<file path="config.mk">
export PLATFORM = sky130hd
export DESIGN_NAME = mono_mix_peak_level_vad_gate_unit
export DESIGN_NICKNAME = d
export VERILOG_FILES = /design/src/hw/rtl/mmpl_pkg.sv /design/src/hw/rtl/mono_mix_peak_level_vad_gate_unit.sv /design/src/hw/rtl/mmpl_seq.sv /design/src/hw/rtl/mmpl_dp.sv
export VERILOG_INCLUDE_DIRS = /design/src /design/src/hw/rtl
export SDC_FILE = /design/constraint.sdc
export NUM_CORES = 1
export LEC_CHECK = 0
export BUFFER_PORTS_ARGS = -buffer_cell sky130_fd_sc_hd__buf_2
export CAP_MARGIN = 15
export CORE_MARGIN = 4
export CORE_UTILIZATION = 40
export DETAILED_ROUTE_END_ITERATION = 10
export GPL_ROUTABILITY_DRIVEN = 0
export GPL_TIMING_DRIVEN = 0
export RECOVER_POWER = 50
export SLEW_MARGIN = 20
export SYNTH_ARGS = -nofsm -noshare
export SYNTH_HDL_FRONTEND = slang
export SYNTH_HIERARCHICAL = 1
export SYNTH_SLANG_ARGS = --single-unit
</file>
<file path="constraint.sdc">
create_clock -name clk_i -period 12.6 [get_ports clk_i]
set_input_delay 0.63 -clock clk_i [delete_from_list [all_inputs] [get_ports clk_i]]
set_output_delay 0.63 -clock clk_i [all_outputs]
set_load 0.02 [all_outputs]
</file>
<file path="src/hw/rtl/assert_macros.svh">
// assertion helpers, included by the top level
// expects clk_i and rst_ni in the scope where a macro is used
`ifndef ASSERT_MACROS_SVH
`define ASSERT_MACROS_SVH

// same-cycle implication, checked on the rising edge, off during reset
`define CHK_SAME(lbl, ante, cons, msg) \
  lbl: assert property (@(posedge clk_i) disable iff (!rst_ni) (ante) |-> (cons)) \
    else $error(msg);

// next-cycle implication
`define CHK_NEXT(lbl, ante, cons, msg) \
  lbl: assert property (@(posedge clk_i) disable iff (!rst_ni) (ante) |=> (cons)) \
    else $error(msg);

`endif

</file>
<file path="src/hw/rtl/mmpl_pkg.sv">
// shared types, constants and operation codes for the mono mix peak level gate
// no dependencies
package mmpl_pkg;

  localparam int unsigned SAMPLE_W         = 16;
  localparam int unsigned NUM_CH_MAX       = 8;
  localparam int unsigned NUM_CHANNELS_DEF = 8;
  localparam int unsigned CH_IDX_W         = 3;
  localparam int unsigned PEAK_W           = 15;
  localparam int unsigned QUIET_W          = 16;
  localparam int unsigned ALU_W            = 32;
  localparam int unsigned PROD_W           = 31;
  localparam int unsigned WEIGHT_W         = 16;
  localparam int unsigned OP_W             = 4;
  localparam int unsigned ADDR_W           = 3;
  localparam int unsigned DATA_W           = 32;

  localparam logic [PEAK_W-1:0]   PEAK_MAX  = 15'h7fff;
  localparam logic [WEIGHT_W-1:0] W_OLD     = 16'd52429;
  localparam logic [WEIGHT_W-1:0] W_NEW     = 16'd13107;
  localparam logic [PEAK_W-1:0]   THR_RESET = 15'd328;
  localparam logic [QUIET_W-1:0]  LIM_RESET = 16'd50;

  // register index, taken from paddr[2]
  localparam logic REG_VOICE_THR     = 1'b0;
  localparam logic REG_SILENCE_LIMIT = 1'b1;

  // datapath operations issued by the sequencer
  localparam logic [OP_W-1:0] OP_NONE = 4'd0;
  localparam logic [OP_W-1:0] OP_LOAD = 4'd1;
  localparam logic [OP_W-1:0] OP_ACC  = 4'd2;
  localparam logic [OP_W-1:0] OP_ABS  = 4'd3;
  localparam logic [OP_W-1:0] OP_DIV  = 4'd4;
  localparam logic [OP_W-1:0] OP_SIGN = 4'd5;
  localparam logic [OP_W-1:0] OP_MUL0 = 4'd6;
  localparam logic [OP_W-1:0] OP_MUL1 = 4'd7;
  localparam logic [OP_W-1:0] OP_OUT  = 4'd8;

  typedef struct packed {
    logic signed [SAMPLE_W-1:0] ch0_sample;
    logic signed [SAMPLE_W-1:0] ch1_sample;
    logic signed [SAMPLE_W-1:0] ch2_sample;
    logic signed [SAMPLE_W-1:0] ch3_sample;
    logic signed [SAMPLE_W-1:0] ch4_sample;
    logic signed [SAMPLE_W-1:0] ch5_sample;
    logic signed [SAMPLE_W-1:0] ch6_sample;
    logic signed [SAMPLE_W-1:0] ch7_sample;
    logic [NUM_CH_MAX-1:0]      channel_present;
    logic                       block_end;
  } in_item_t;

  typedef struct packed {
    logic signed [SAMPLE_W-1:0] mono_out;
    logic                       block_done;
    logic [PEAK_W-1:0]          block_peak;
    logic [PEAK_W-1:0]          smoothed_level;
    logic                       voice_gate;
  } out_item_t;

  typedef struct packed {
    logic [PEAK_W-1:0]  voice_thr;
    logic [QUIET_W-1:0] silence_limit;
  } cfg_t;

  typedef struct packed {
    logic [OP_W-1:0]     op;
    logic [CH_IDX_W-1:0] ch;
  } ctrl_t;

  typedef struct packed {
    logic last;
    logic peak_take;
    logic out_free;
  } status_t;

endpackage

</file>
<file path="src/hw/rtl/mono_mix_peak_level_vad_gate_unit.sv">
// top level: config registers, sequencer and datapath of the mono mix peak level gate
// depends on mmpl_pkg, mmpl_seq, mmpl_dp and assert_macros.svh
//
//   channel   signals                                   direction
//   in        in_valid_i / in_ready_o / in_data_i       frame request in
//   out       out_valid_o / out_ready_i / out_data_o    result request out
//   cfg       psel penable pwrite paddr pwdata prdata   register access
//
// a frame runs through accumulate, absolute value, divide, sign and output steps, with
// the level steps added on a block end; no new frame is taken until it leaves the last step
// the divide of the channel sum by the present count is bit-serial
// the result waits in an output register, the next frame is taken meanwhile
// a full output register holds the sequencer in its last step
// reset clears the block state and loads the register defaults
`include "assert_macros.svh"

module mono_mix_peak_level_vad_gate_unit import mmpl_pkg::*; #(
  parameter int unsigned NUM_CHANNELS = NUM_CHANNELS_DEF
) (
  input  logic              clk_i,
  input  logic              rst_ni,
  input  logic              in_valid_i,
  output logic              in_ready_o,
  input  in_item_t          in_data_i,
  output logic              out_valid_o,
  input  logic              out_ready_i,
  output out_item_t         out_data_o,
  input  logic              psel,
  input  logic              penable,
  input  logic              pwrite,
  input  logic [ADDR_W-1:0] paddr,
  input  logic [DATA_W-1:0] pwdata,
  output logic [DATA_W-1:0] prdata,
  output logic              pready
);

  logic [PEAK_W-1:0]  thr_q;
  logic [QUIET_W-1:0] lim_q;
  logic               cfg_wr;
  cfg_t               cfg;
  ctrl_t              ctrl;
  status_t            status;

  assign pready = 1'b1;
  assign cfg_wr = psel & penable & pwrite;

  always_ff @(posedge clk_i or negedge rst_ni) begin
    if (!rst_ni) begin
      thr_q <= THR_RESET;
      lim_q <= LIM_RESET;
    end else if (cfg_wr) begin
      case (paddr[2])
        REG_VOICE_THR:     thr_q <= pwdata[PEAK_W-1:0];
        REG_SILENCE_LIMIT: lim_q <= pwdata[QUIET_W-1:0];
        default: thr_q <= thr_q;
      endcase
    end
  end

  always_comb begin
    case (paddr[2])
      REG_VOICE_THR:     prdata = DATA_W'(thr_q);
      REG_SILENCE_LIMIT: prdata = DATA_W'(lim_q);
      default: prdata = '0;
    endcase
  end

  assign cfg.voice_thr     = thr_q;
  assign cfg.silence_limit = lim_q;

  mmpl_seq #(
    .NUM_CHANNELS(NUM_CHANNELS)
  ) u_seq (
    .clk_i     (clk_i),
    .rst_ni    (rst_ni),
    .in_valid_i(in_valid_i),
    .in_ready_o(in_ready_o),
    .status_i  (status),
    .ctrl_o    (ctrl)
  );

  mmpl_dp #(
    .NUM_CHANNELS(NUM_CHANNELS)
  ) u_dp (
    .clk_i      (clk_i),
    .rst_ni     (rst_ni),
    .in_data_i  (in_data_i),
    .ctrl_i     (ctrl),
    .cfg_i      (cfg),
    .status_o   (status),
    .out_valid_o(out_valid_o),
    .out_ready_i(out_ready_i),
    .out_data_o (out_data_o)
  );

  `CHK_NEXT(a_busy_after_accept, in_valid_i && in_ready_o, !in_ready_o, "accepted while busy")
  `CHK_SAME(a_peak_only_at_end, out_valid_o && !out_data_o.block_done,
            out_data_o.block_peak == '0, "peak shown on a frame inside a block")
  `CHK_SAME(a_gate_opens_on_voice,
            out_valid_o && out_data_o.block_done && (out_data_o.block_peak > thr_q),
            out_data_o.voice_gate, "gate closed after a loud block")

endmodule

</file>
<file path="src/hw/rtl/mmpl_seq.sv">
// sequencer: walks one frame through accumulate, absolute value, divide, sign, level (on a block end) and output steps
// depends on mmpl_pkg
module mmpl_seq import mmpl_pkg::*; #(
  parameter int unsigned NUM_CHANNELS = NUM_CHANNELS_DEF
) (
  input  logic    clk_i,
  input  logic    rst_ni,
  input  logic    in_valid_i,
  output logic    in_ready_o,
  input  status_t status_i,
  output ctrl_t   ctrl_o
);

  localparam int unsigned SUM_W  = SAMPLE_W + $clog2(NUM_CHANNELS);
  localparam int unsigned STEP_W = $clog2(SUM_W);

  localparam logic [2:0] S_IDLE = 3'd0;
  localparam logic [2:0] S_ACC  = 3'd1;
  localparam logic [2:0] S_ABS  = 3'd2;
  localparam logic [2:0] S_DIV  = 3'd3;
  localparam logic [2:0] S_SIGN = 3'd4;
  localparam logic [2:0] S_MUL0 = 3'd5;
  localparam logic [2:0] S_MUL1 = 3'd6;
  localparam logic [2:0] S_DONE = 3'd7;

  logic [2:0]          state_q, state_d;
  logic [CH_IDX_W-1:0] ch_q, ch_d;
  logic [STEP_W-1:0]   step_q, step_d;

  always_comb begin
    state_d    = state_q;
    ch_d       = ch_q;
    step_d     = step_q;
    ctrl_o.op  = OP_NONE;
    ctrl_o.ch  = ch_q;
    in_ready_o = 1'b0;
    case (state_q)
      S_IDLE: begin
        in_ready_o = 1'b1;
        if (in_valid_i) begin
          ctrl_o.op = OP_LOAD;
          ch_d      = '0;
          state_d   = S_ACC;
        end
      end
      S_ACC: begin
        ctrl_o.op = OP_ACC;
        if (ch_q == CH_IDX_W'(NUM_CHANNELS - 1)) begin
          state_d = S_ABS;
        end else begin
          ch_d = ch_q + 1'b1;
        end
      end
      S_ABS: begin
        ctrl_o.op = OP_ABS;
        step_d    = '0;
        state_d   = S_DIV;
      end
      S_DIV: begin
        // one quotient bit per cycle
        ctrl_o.op = OP_DIV;
        if (step_q == STEP_W'(SUM_W - 1)) begin
          state_d = S_SIGN;
        end else begin
          step_d = step_q + 1'b1;
        end
      end
      S_SIGN: begin
        ctrl_o.op = OP_SIGN;
        state_d   = status_i.last ? S_MUL0 : S_DONE;
      end
      S_MUL0: begin
        ctrl_o.op = OP_MUL0;
        state_d   = status_i.peak_take ? S_DONE : S_MUL1;
      end
      S_MUL1: begin
        ctrl_o.op = OP_MUL1;
        state_d   = S_DONE;
      end
      S_DONE: begin
        if (status_i.out_free) begin
          ctrl_o.op = OP_OUT;
          state_d   = S_IDLE;
        end
      end
      default: begin
        state_d = S_IDLE;
      end
    endcase
  end

  always_ff @(posedge clk_i or negedge rst_ni) begin
    if (!rst_ni) begin
      state_q <= S_IDLE;
      ch_q    <= '0;
      step_q  <= '0;
    end else begin
      state_q <= state_d;
      ch_q    <= ch_d;
      step_q  <= step_d;
    end
  end

endmodule

</file>
<file path="src/hw/rtl/mmpl_dp.sv">
// datapath: shared adder and multiplier, block state and output register
// depends on mmpl_pkg, driven by mmpl_seq
module mmpl_dp import mmpl_pkg::*; #(
  parameter int unsigned NUM_CHANNELS = NUM_CHANNELS_DEF
) (
  input  logic      clk_i,
  input  logic      rst_ni,
  input  in_item_t  in_data_i,
  input  ctrl_t     ctrl_i,
  input  cfg_t      cfg_i,
  output status_t   status_o,
  output logic      out_valid_o,
  input  logic      out_ready_i,
  output out_item_t out_data_o
);

  localparam int unsigned SUM_W = SAMPLE_W + $clog2(NUM_CHANNELS);
  localparam int unsigned CNT_W = $clog2(NUM_CHANNELS + 1);

  in_item_t           in_q;
  logic [ALU_W-1:0]   acc_q;
  logic [CNT_W-1:0]   cnt_q;
  logic [CNT_W-1:0]   rem_q;
  logic               neg_q;
  logic [SAMPLE_W-1:0] mono_q;
  logic [PEAK_W-1:0]  running_peak_q;
  logic [PEAK_W-1:0]  level_q;
  logic [QUIET_W-1:0] quiet_q;
  logic               gate_q;
  logic               out_valid_q;
  out_item_t          out_q;

  logic [SAMPLE_W-1:0] smp [NUM_CH_MAX];
  logic [SAMPLE_W-1:0] cur;
  logic                take;
  logic [CNT_W:0]      shifted;
  logic [PEAK_W-1:0]   mul_a;
  logic [WEIGHT_W-1:0] mul_b;
  logic [PROD_W-1:0]   prod;
  logic [ALU_W-1:0]    add_a, add_b, add_res;
  logic                add_sub;
  logic                qbit;
  logic [PEAK_W-1:0]   mag;
  logic [PEAK_W-1:0]   new_peak;
  logic [QUIET_W-1:0]  quiet_inc;
  logic                peak_take;
  logic                out_free;

  assign smp[0] = in_q.ch0_sample;
  assign smp[1] = in_q.ch1_sample;
  assign smp[2] = in_q.ch2_sample;
  assign smp[3] = in_q.ch3_sample;
  assign smp[4] = in_q.ch4_sample;
  assign smp[5] = in_q.ch5_sample;
  assign smp[6] = in_q.ch6_sample;
  assign smp[7] = in_q.ch7_sample;

  assign cur     = smp[ctrl_i.ch];
  assign take    = in_q.channel_present[ctrl_i.ch];
  assign shifted = {rem_q, acc_q[SUM_W-1]};

  // one multiplier, old level by 0.8 then peak by 0.2
  assign mul_a = (ctrl_i.op == OP_MUL1) ? running_peak_q : level_q;
  assign mul_b = (ctrl_i.op == OP_MUL1) ? W_NEW : W_OLD;
  assign prod  = PROD_W'(mul_a) * PROD_W'(mul_b);

  always_comb begin
    add_a   = '0;
    add_b   = '0;
    add_sub = 1'b0;
    case (ctrl_i.op)
      OP_ACC: begin
        add_a = acc_q;
        add_b = {{(ALU_W - SAMPLE_W){cur[SAMPLE_W-1]}}, cur};
      end
      OP_ABS: begin
        add_sub = acc_q[ALU_W-1];
        add_a   = acc_q[ALU_W-1] ? '0 : acc_q;
        add_b   = acc_q[ALU_W-1] ? acc_q : '0;
      end
      OP_DIV: begin
        add_a   = ALU_W'(shifted);
        add_b   = ALU_W'(cnt_q);
        add_sub = 1'b1;
      end
      OP_SIGN: begin
        add_b   = acc_q;
        add_sub = 1'b1;
      end
      OP_MUL0: begin
        add_b = ALU_W'(prod);
      end
      OP_MUL1: begin
        add_a = acc_q;
        add_b = ALU_W'(prod);
      end
      default: begin
        add_sub = 1'b0;
      end
    endcase
  end

  assign add_res = add_a + (add_sub ? ~add_b : add_b) + ALU_W'(add_sub);
  assign qbit    = ~add_res[ALU_W-1];

  // quotient magnitude can reach 32768, clip to the peak range
  always_comb begin
    if (cnt_q == '0) begin
      mag = '0;
    end else if (acc_q > ALU_W'(PEAK_MAX)) begin
      mag = PEAK_MAX;
    end else begin
      mag = acc_q[PEAK_W-1:0];
    end
  end

  assign new_peak  = (mag > running_peak_q) ? mag : running_peak_q;
  assign quiet_inc = (quiet_q == '1) ? quiet_q : quiet_q + 1'b1;
  assign peak_take = running_peak_q > level_q;
  assign out_free  = ~out_valid_q | out_ready_i;

  assign status_o.last      = in_q.block_end;
  assign status_o.peak_take = peak_take;
  assign status_o.out_free  = out_free;

  // working registers
  always_ff @(posedge clk_i) begin
    case (ctrl_i.op)
      OP_LOAD: begin
        in_q  <= in_data_i;
        acc_q <= '0;
        cnt_q <= '0;
      end
      OP_ACC: begin
        if (take) begin
          acc_q <= add_res;
          cnt_q <= cnt_q + 1'b1;
        end
      end
      OP_ABS: begin
        acc_q <= add_res;
        neg_q <= acc_q[ALU_W-1];
        rem_q <= '0;
      end
      OP_DIV: begin
        rem_q <= qbit ? add_res[CNT_W-1:0] : shifted[CNT_W-1:0];
        acc_q <= ALU_W'({acc_q[SUM_W-2:0], qbit});
      end
      OP_SIGN: begin
        if (cnt_q == '0) begin
          mono_q <= '0;
        end else begin
          mono_q <= neg_q ? add_res[SAMPLE_W-1:0] : acc_q[SAMPLE_W-1:0];
        end
      end
      OP_MUL0: begin
        acc_q <= add_res;
      end
      OP_OUT: begin
        out_q.mono_out       <= mono_q;
        out_q.block_done     <= in_q.block_end;
        out_q.block_peak     <= in_q.block_end ? running_peak_q : '0;
        out_q.smoothed_level <= level_q;
        out_q.voice_gate     <= gate_q;
      end
      default: begin
        acc_q <= acc_q;
      end
    endcase
  end

  // block state
  always_ff @(posedge clk_i or negedge rst_ni) begin
    if (!rst_ni) begin
      running_peak_q <= '0;
      level_q        <= '0;
      quiet_q        <= '0;
      gate_q         <= 1'b0;
    end else begin
      case (ctrl_i.op)
        OP_SIGN: begin
          running_peak_q <= new_peak;
        end
        OP_MUL0: begin
          if (peak_take) begin
            level_q <= running_peak_q;
          end
          if (running_peak_q > cfg_i.voice_thr) begin
            quiet_q <= '0;
            gate_q  <= 1'b1;
          end else begin
            quiet_q <= quiet_inc;
            if (quiet_inc > cfg_i.silence_limit) begin
              gate_q <= 1'b0;
            end
          end
        end
        OP_MUL1: begin
          level_q <= add_res[PROD_W-1:PROD_W-PEAK_W];
        end
        OP_OUT: begin
          if (in_q.block_end) begin
            running_peak_q <= '0;
          end
        end
        default: begin
          gate_q <= gate_q;
        end
      endcase
    end
  end

  // output valid: a new result replaces one taken in the same cycle
  always_ff @(posedge clk_i or negedge rst_ni) begin
    if (!rst_ni) begin
      out_valid_q <= 1'b0;
    end else if (ctrl_i.op == OP_OUT) begin
      out_valid_q <= 1'b1;
    end else if (out_ready_i) begin
      out_valid_q <= 1'b0;
    end
  end

  assign out_valid_o = out_valid_q;
  assign out_data_o  = out_q;

endmodule
</file>
==> results of run 1 <==
-- cell families after synthesis --
group	count (synthesis)
other	2
AO/OA/AOI/OAI	428
AND/OR/NAND/NOR	497
flip-flops	332
adder cells (fa/ha/maj)	314
buffers and inverters	381
XOR/XNOR	68
multiplexers	120
-- registers in the layout (all words and copies together) (netlist names), 3 cells and up --
| register | flops |
|---|---|
| u_dp/level_q | 15 |
| u_dp/acc_q | 32 |
| u_seq/ch_q | 3 |
| thr_q | 15 |
| u_dp/running_peak_q | 15 |
| lim_q | 16 |
| u_dp/rem_q | 4 |
| u_dp/in_q | 136 |
| u_dp/cnt_q | 4 |
| u_seq/step_q | 5 |
| u_seq/state_q | 3 |
| u_dp/mono_q | 16 |
| u_dp/out_data_o | 48 |
| u_dp/quiet_q | 16 |
-- cells in the final DEF, fill, tap and decap left out, drive strengths merged, types with 19 or more instances in the layout --
cell type and count:
nor2b 19, dfrtp 84, nor2 110, edfxtp 242, a21oi 97, nand3 39
fa 108, o22ai 19, a211oi 21, buf 214, o21ai 95, a21o 41
clkbuf 179, nand2 148, mux4 32, mux2 64, nor3 20, ha 206
and2 49, o21a 24, xor2 33, mux2i 24, xnor2 35, a22o 25
nand4 24, inv 286
-- through the flow --
step / worst slack (ns) / cells / hold slack [ns] / instance area, sq um / setup TNS [ns]
final: 0.7822 / 3248 / 0.2402 / 27060 / 0
after global routing: 0.05596 / 3248 / 0.2136 / 27060 / 0
after CTS: 0.6985 / 3248 / 0.2046 / 27270 / 0
after detailed placement: 0.7077 / 3173 / 0.4084 / 25900 / 0
after global placement: -2.587 / 3147 / 0.4090 / 25660 / -360.86
after floorplan: 1.073 / 2157 / 0.3344 / 23580 / 0
-- worst max-delay path by stage --
stage                            end              from  slack [ns]
floorplan             u_dp/in_q[100]       out_ready_i        1.07
global placement      u_dp/in_q[128]       out_ready_i       -2.59
detailed placement    u_dp/acc_q[31]       out_ready_i        0.71
CTS                   u_dp/acc_q[31]  u_seq/state_q[0]        0.70
global route        u_dp/level_q[12]  u_seq/state_q[0]        0.06
finish              u_dp/level_q[12]  u_seq/state_q[0]        0.78
-- routing by layer --
layer,track usage,share of wire,up-vias,wire length (um)
li1,-,-,8207,-
met1,0.2955,0.45,8542,29510
met5,0,0,-,0
met2,0.3240,0.46,625,29520
met3,0.02803,0.061,106,3940
met4,0.05801,0.029,0,1894
-- repair_timing --
action,4_1_cts,5_1_grt
hold buffers,1,0
endpoints found under the hold margin,18,0
endpoints found under the setup margin,0,9
resized for setup,0,3
-- area by class of cell --
cell class	instances	area, sq um
clock inverter	31	344.1
buffer	99	480.5
fill	5451	30860
tap	765	957.2
inverter	282	1059
multi-input combinational	1444	12450
timing repair buffer	252	1222
sequential	332	9527
clock buffer	43	1012
-- worst max-delay path: cells and delay by family (launching register included) --
kind / cells / cell delay [ns]
simple gates: 6 / 1.66
flops: 1 / 0.40
xor+xnor: 1 / 0.38
buf+inv: 10 / 2.19
mux: 1 / 0.28
fa+ha+maj: 8 / 4.01
compound gates: 12 / 2.77
==> flow_summary_export.csv, run 1 <==
group,metric,value,unit
timing,setup_viol,0,
critical_path,r2r-end,"u_dp/level_q[12]",
place,post-dp-hpwl,52600,um
die,die-area,62740,sq um
clock_tree,clk_latency,0.58,ns
timing,skew,0.03594,ns
logic_synthesis,synthAdderAreaFrac,0.2015,
logic_synthesis,synth_top_family_by_area,"adder cells",
die,initial_utilization,0.4061,
timing,finalCritPeriodShare,0.9379,
hold_path,hold_path.class,"in2reg",
critical_path,crit_top_cell,"fa_1",
critical_path,start_kind,"flop",
timing,clock.fmax,84.62,MHz
drt,drt-total-wl,64860,um
timing,relSlewSlack,-1.602,
logic_synthesis,syn_avg_cell_area,10.98,sq um
critical_path,path_max_fanout,10,
logic_synthesis,yosysTopAreaCell,"edfxtp_1",
logic_synthesis,synth-simple-area-share,0.1063,
critical_path,r2r_slack,0.78,ns
layout,syn2layout_area_growth,15.03,%
clock_tree,clock-root-buffer,"clkbuf_16",
drt,drt-pass1-iter-count,5,
global_route,grtUsageTotal,0.2045,
run_status,outcome,"complete, but fails checks",
logic_synthesis,synth_top_cells_by_count,"inv_1, edfxtp_1, ha_1, nand2_1, nor2_1",
die,rows,88,
global_route,grt_max_degree,70,
die,die_x,250.5,um
drt,drt-vias-per-instance,5.382,
logic_synthesis,ys_top_cells_by_area,"edfxtp_1, ha_1, fa_1",
timing,report.final.hold_viol_count,0,
global_route,antenna_found_initial,0,
layout,fin_nets,2944,
critical_path,critical_path_class,"reg2reg",
logic_synthesis,synth_cell_types,87,
drt,post_drt_wl_per_cell,19.97,um
logic_synthesis,synthesis.area,23520,sq um
clock_tree,clockBufferDepth,3,
drt,drc,0,
logic_synthesis,synth_warnings,6,
critical_path,r2r_start,"u_seq/state_q[0]",
layout,fin_util,0.4672,
global_route,grt-ovfl-total,0,
die,num_io_pins,262,
logic_synthesis,synth-compound-area-share,0.1219,
logic_synthesis,yosysMostFrequentCell,"inv_1",
clock_tree,path_clk_slew,0.06,ns
logic_synthesis,synth_top_flop_cell,"edfxtp_1",
logic_synthesis,synthArstFlopShare,0.2711,
drt,vias,17480,
critical_path,critPathMaxStageDelay,0.67,ns
timing,maxSlewViolCount,70,
run,maxCapViolCount,1,
hold_path,holdPathStages,1,
clock_tree,cts_tree,"yes",
clock_tree,cts_buffers,40,
die,die_height,250.5,um
logic_synthesis,synthXorXnorAreaFrac,0.02532,
timing,tightest_slew,3.904,ns
critical_path,endpoint_kind,"flop",
clock_tree,postCtsSetupRepairBufs,0,
critical_path,cp.required,13.06,ns
hold_path,min_from,"in_data_i[62]",
critical_path,worstPathArrival,12.28,ns
logic_synthesis,synth_top_area_share,0.3090,
timing,fin_crit,11.82,ns
drt,first_iter_violations,1329,
layout,diodes,0,
global_route,grt_pass1_wl,101900,um
logic_synthesis,yosys_register_bits,332,
place,port_buffers,225,
clock_tree,htreeDepth,2,
critical_path,cp_slowest_cell,"fa_1",
die,core,57920,sq um
hold_path,hold_end,"u_dp/in_q[62]",
global_route,grt_pass1_vias,17829,
logic_synthesis,yosysSeqAreaShare,0.4050,
logic_synthesis,synth_cells,2142,
timing,rsz0062_at_grt,"false",
layout,drive_above_1_share,0.1579,
drt,antenna_left,0,
run_status,violations,"capacitance limit, slew limit",
clock_tree,cts.sinks,332,
logic_synthesis,synth_enable_flop_cells,242,
critical_path,rr_worst_depth,38,
logic_synthesis,synth.area.mux_share,0.07309,
Power of run 1 is not shown: default switching activity piles up to over one toggle a cycle in this logic, so the estimate is an artifact.
==> run 2: changes to the inputs <==
clock period = 10.73 ns   (was 12.6 ns; I/O delays follow)
==> run 2 against run 1 <==
- the flow still finishes with violations (capacitance limit, slew limit)
- non-clock buffer count is 2 lower
- cell area increased by 1.2%
- clock skew fell by 0.0062 ns
- global-route usage is 0.20 points higher
- cell count decreased by 0.12%
- register-to-register slack lost 0.31 ns
- worst setup slack worse by 0.31 ns
- fmax up 15%
- critical path depth grew 6
- die area stayed put
==> flow_summary_export.csv, run 2 (synthesis gave the netlist of run 1 again) <==
group,metric,value,unit
layout,fin_area,27390,sq um
critical_path,r2r_slack,0.47,ns
critical_path,worstPathArrival,10.72,ns
timing,tightest_slew,4.406,ns
die,die-area,62740,sq um
run,maxCapViolCount,1,
layout,syn2layout_area_growth,16.44,%
drt,drt-pass1-iter-count,6,
critical_path,critical_path_class,"reg2reg",
clock_tree,htreeDepth,2,
global_route,grt-ovfl-total,0,
timing,maxSlewViolCount,79,
place,postPlaceCellArea,25970,sq um
drt,drc,0,
layout,drive_above_1_share,0.1731,
clock_tree,path_clk_slew,0.06,ns
clock_tree,clk_latency,0.57,ns
hold_path,min_from,"in_data_i[102]",
layout,top_register,"u_dp/in_q",
timing,relSlewSlack,-1.937,
die,die_height,250.5,um
hold_path,hold_path.class,"in2reg",
critical_path,critPathMaxStageDelay,0.56,ns
critical_path,r2r_start,"u_seq/state_q[1]",
layout,layout_commonest_cell,"inv_1",
critical_path,cp_slowest_cell,"fa_1",
die,num_io_pins,262,
run_status,violations,"capacitance limit, slew limit",
layout,fin_nets,2941,
timing,report.final.hold_viol_count,0,
timing,setup_viol,0,
clock_tree,cts_tree,"yes",
timing,skew,0.02970,ns
hold_path,hold_end,"u_dp/in_q[102]",
drt,vias,17474,
clock_tree,cts_buffers,39,
timing,clock.fmax,97.50,MHz
drt,drt-vias-per-instance,5.387,
hold_path,holdPathStages,1,
timing,fin_crit,10.26,ns
critical_path,path_max_fanout,10,
timing,fin_hold_ws,0.1481,ns
critical_path,crit_top_cell,"inv_1",
die,initial_utilization,0.4061,
global_route,grt_pass1_wl,102700,um
global_route,grtUsageTotal,0.2065,
drt,antenna_left,0,
critical_path,cp.required,11.19,ns
clock_tree,clockBufferDepth,3,
place,port_buffers,225,
critical_path,start_kind,"flop",
die,rows,88,
global_route,antenna_found_initial,2,
drt,post_drt_wl_per_cell,20.23,um
layout,largest_reg_flops,136,
die,core,57920,sq um
critical_path,rr_worst_depth,44,
global_route,grt_max_degree,79,
global_route,grt_pass1_vias,17800,
run_status,outcome,"complete, but fails checks",
critical_path,r2r-end,"u_dp/level_q[4]",
drt,first_iter_violations,1372,
timing,rsz0062_at_grt,"true",
drt,drt-total-wl,65640,um
critical_path,endpoint_kind,"flop",
timing,finalCritPeriodShare,0.9559,
place,post-dp-hpwl,52760,um
die,die_x,250.5,um
clock_tree,cts.sinks,332,
layout,final_cell_mix,"inv_1, edfxtp_1, ha_1",
clock_tree,clock-root-buffer,"clkbuf_16",
-- run 2: changes by cell type in the layout (fill, tap and decap cells not counted), sizes merged --
cell      change
clkbuf        -4
bufinv        +2
clkinvlp      -4
clkinv        -4
buf           +5
diode         +1
-- run 2: how the worst max path moves through the flow --
| stage | startpoint | end | slack, ns | cells past startpoint |
|---|---|---|---|---|
| 5_1_grt | u_seq/state_q[1] | u_dp/level_q[12] | -0.05 | 43 |
| 4_1_cts | u_seq/state_q[0] | u_dp/level_q[12] | 0.002 | 40 |
| 6_report | u_seq/state_q[1] | u_dp/level_q[4] | 0.47 | 44 |
| 3_3_place_gp | u_seq/state_q[0] | u_dp/acc_q[31] | -1.00 | 40 |
| 2_1_floorplan | u_seq/state_q[1] | u_dp/acc_q[31] | 1.19 | 42 |
| 3_5_place_dp | u_seq/state_q[0] | u_dp/acc_q[31] | -1.10 | 38 |
-- run 2: routing by layer --
metal | share of wire | routed length (um) | up-vias | GRT usage
met3 | 0.063 | 4151 | 110 | 0.03561
met2 | 0.46 | 30000 | 608 | 0.3289
met4 | 0.030 | 1945 | 2 | 0.05690
met5 | 0.00011 | 7 | - | 0
met1 | 0.45 | 29540 | 8554 | 0.2928
li1 | - | - | 8200 | -
-- run 2: metrics by stage --
stage          setup TNS (ns)  setup WS (ns)    util  instances
2_1_floorplan               0          1.192       -       2157
3_3_place_gp           -18.14         -1.002  0.4431       3147
3_5_place_dp           -17.70         -1.100  0.4485       3169
4_1_cts                     0       0.002447  0.4735       3240
5_1_grt              -0.08240       -0.04838  0.4728       3243
6_report                    0         0.4734  0.4729       3244
-- run 2: layout make-up --
cell class / instances / area [sq um]
Antenna cell: 1 / 2.502
Buffer: 95 / 493.0
Clock buffer: 46 / 1022
Clock inverter: 25 / 356.6
Fill cell: 5426 / 30530
Inverter: 282 / 1059
Multi-Input combinational cell: 1444 / 12630
Sequential cell: 332 / 9527
Tap cell: 765 / 957.2
Timing Repair Buffer: 254 / 1336
-- run 2: what timing repair did --
action | 4_1_cts | 5_1_grt
setup buffers | 1 | 5
endpoints found under the hold margin | 12 | 0
pin swaps | 2 | 6
hold buffers | 1 | 0
setup endpoints to repair | 36 | 34
resized for setup | 17 | 49
-- run 2: critical path: cells and delay by family, from the launching register on --
kind,cells,cell delay (ns)
buf+inv,13,1.75
fa+ha+maj,8,3.75
xor+xnor,3,0.64
simple gates,9,1.41
flops,1,0.41
compound gates,11,2.20
Power of run 2 is left out for the same reason.
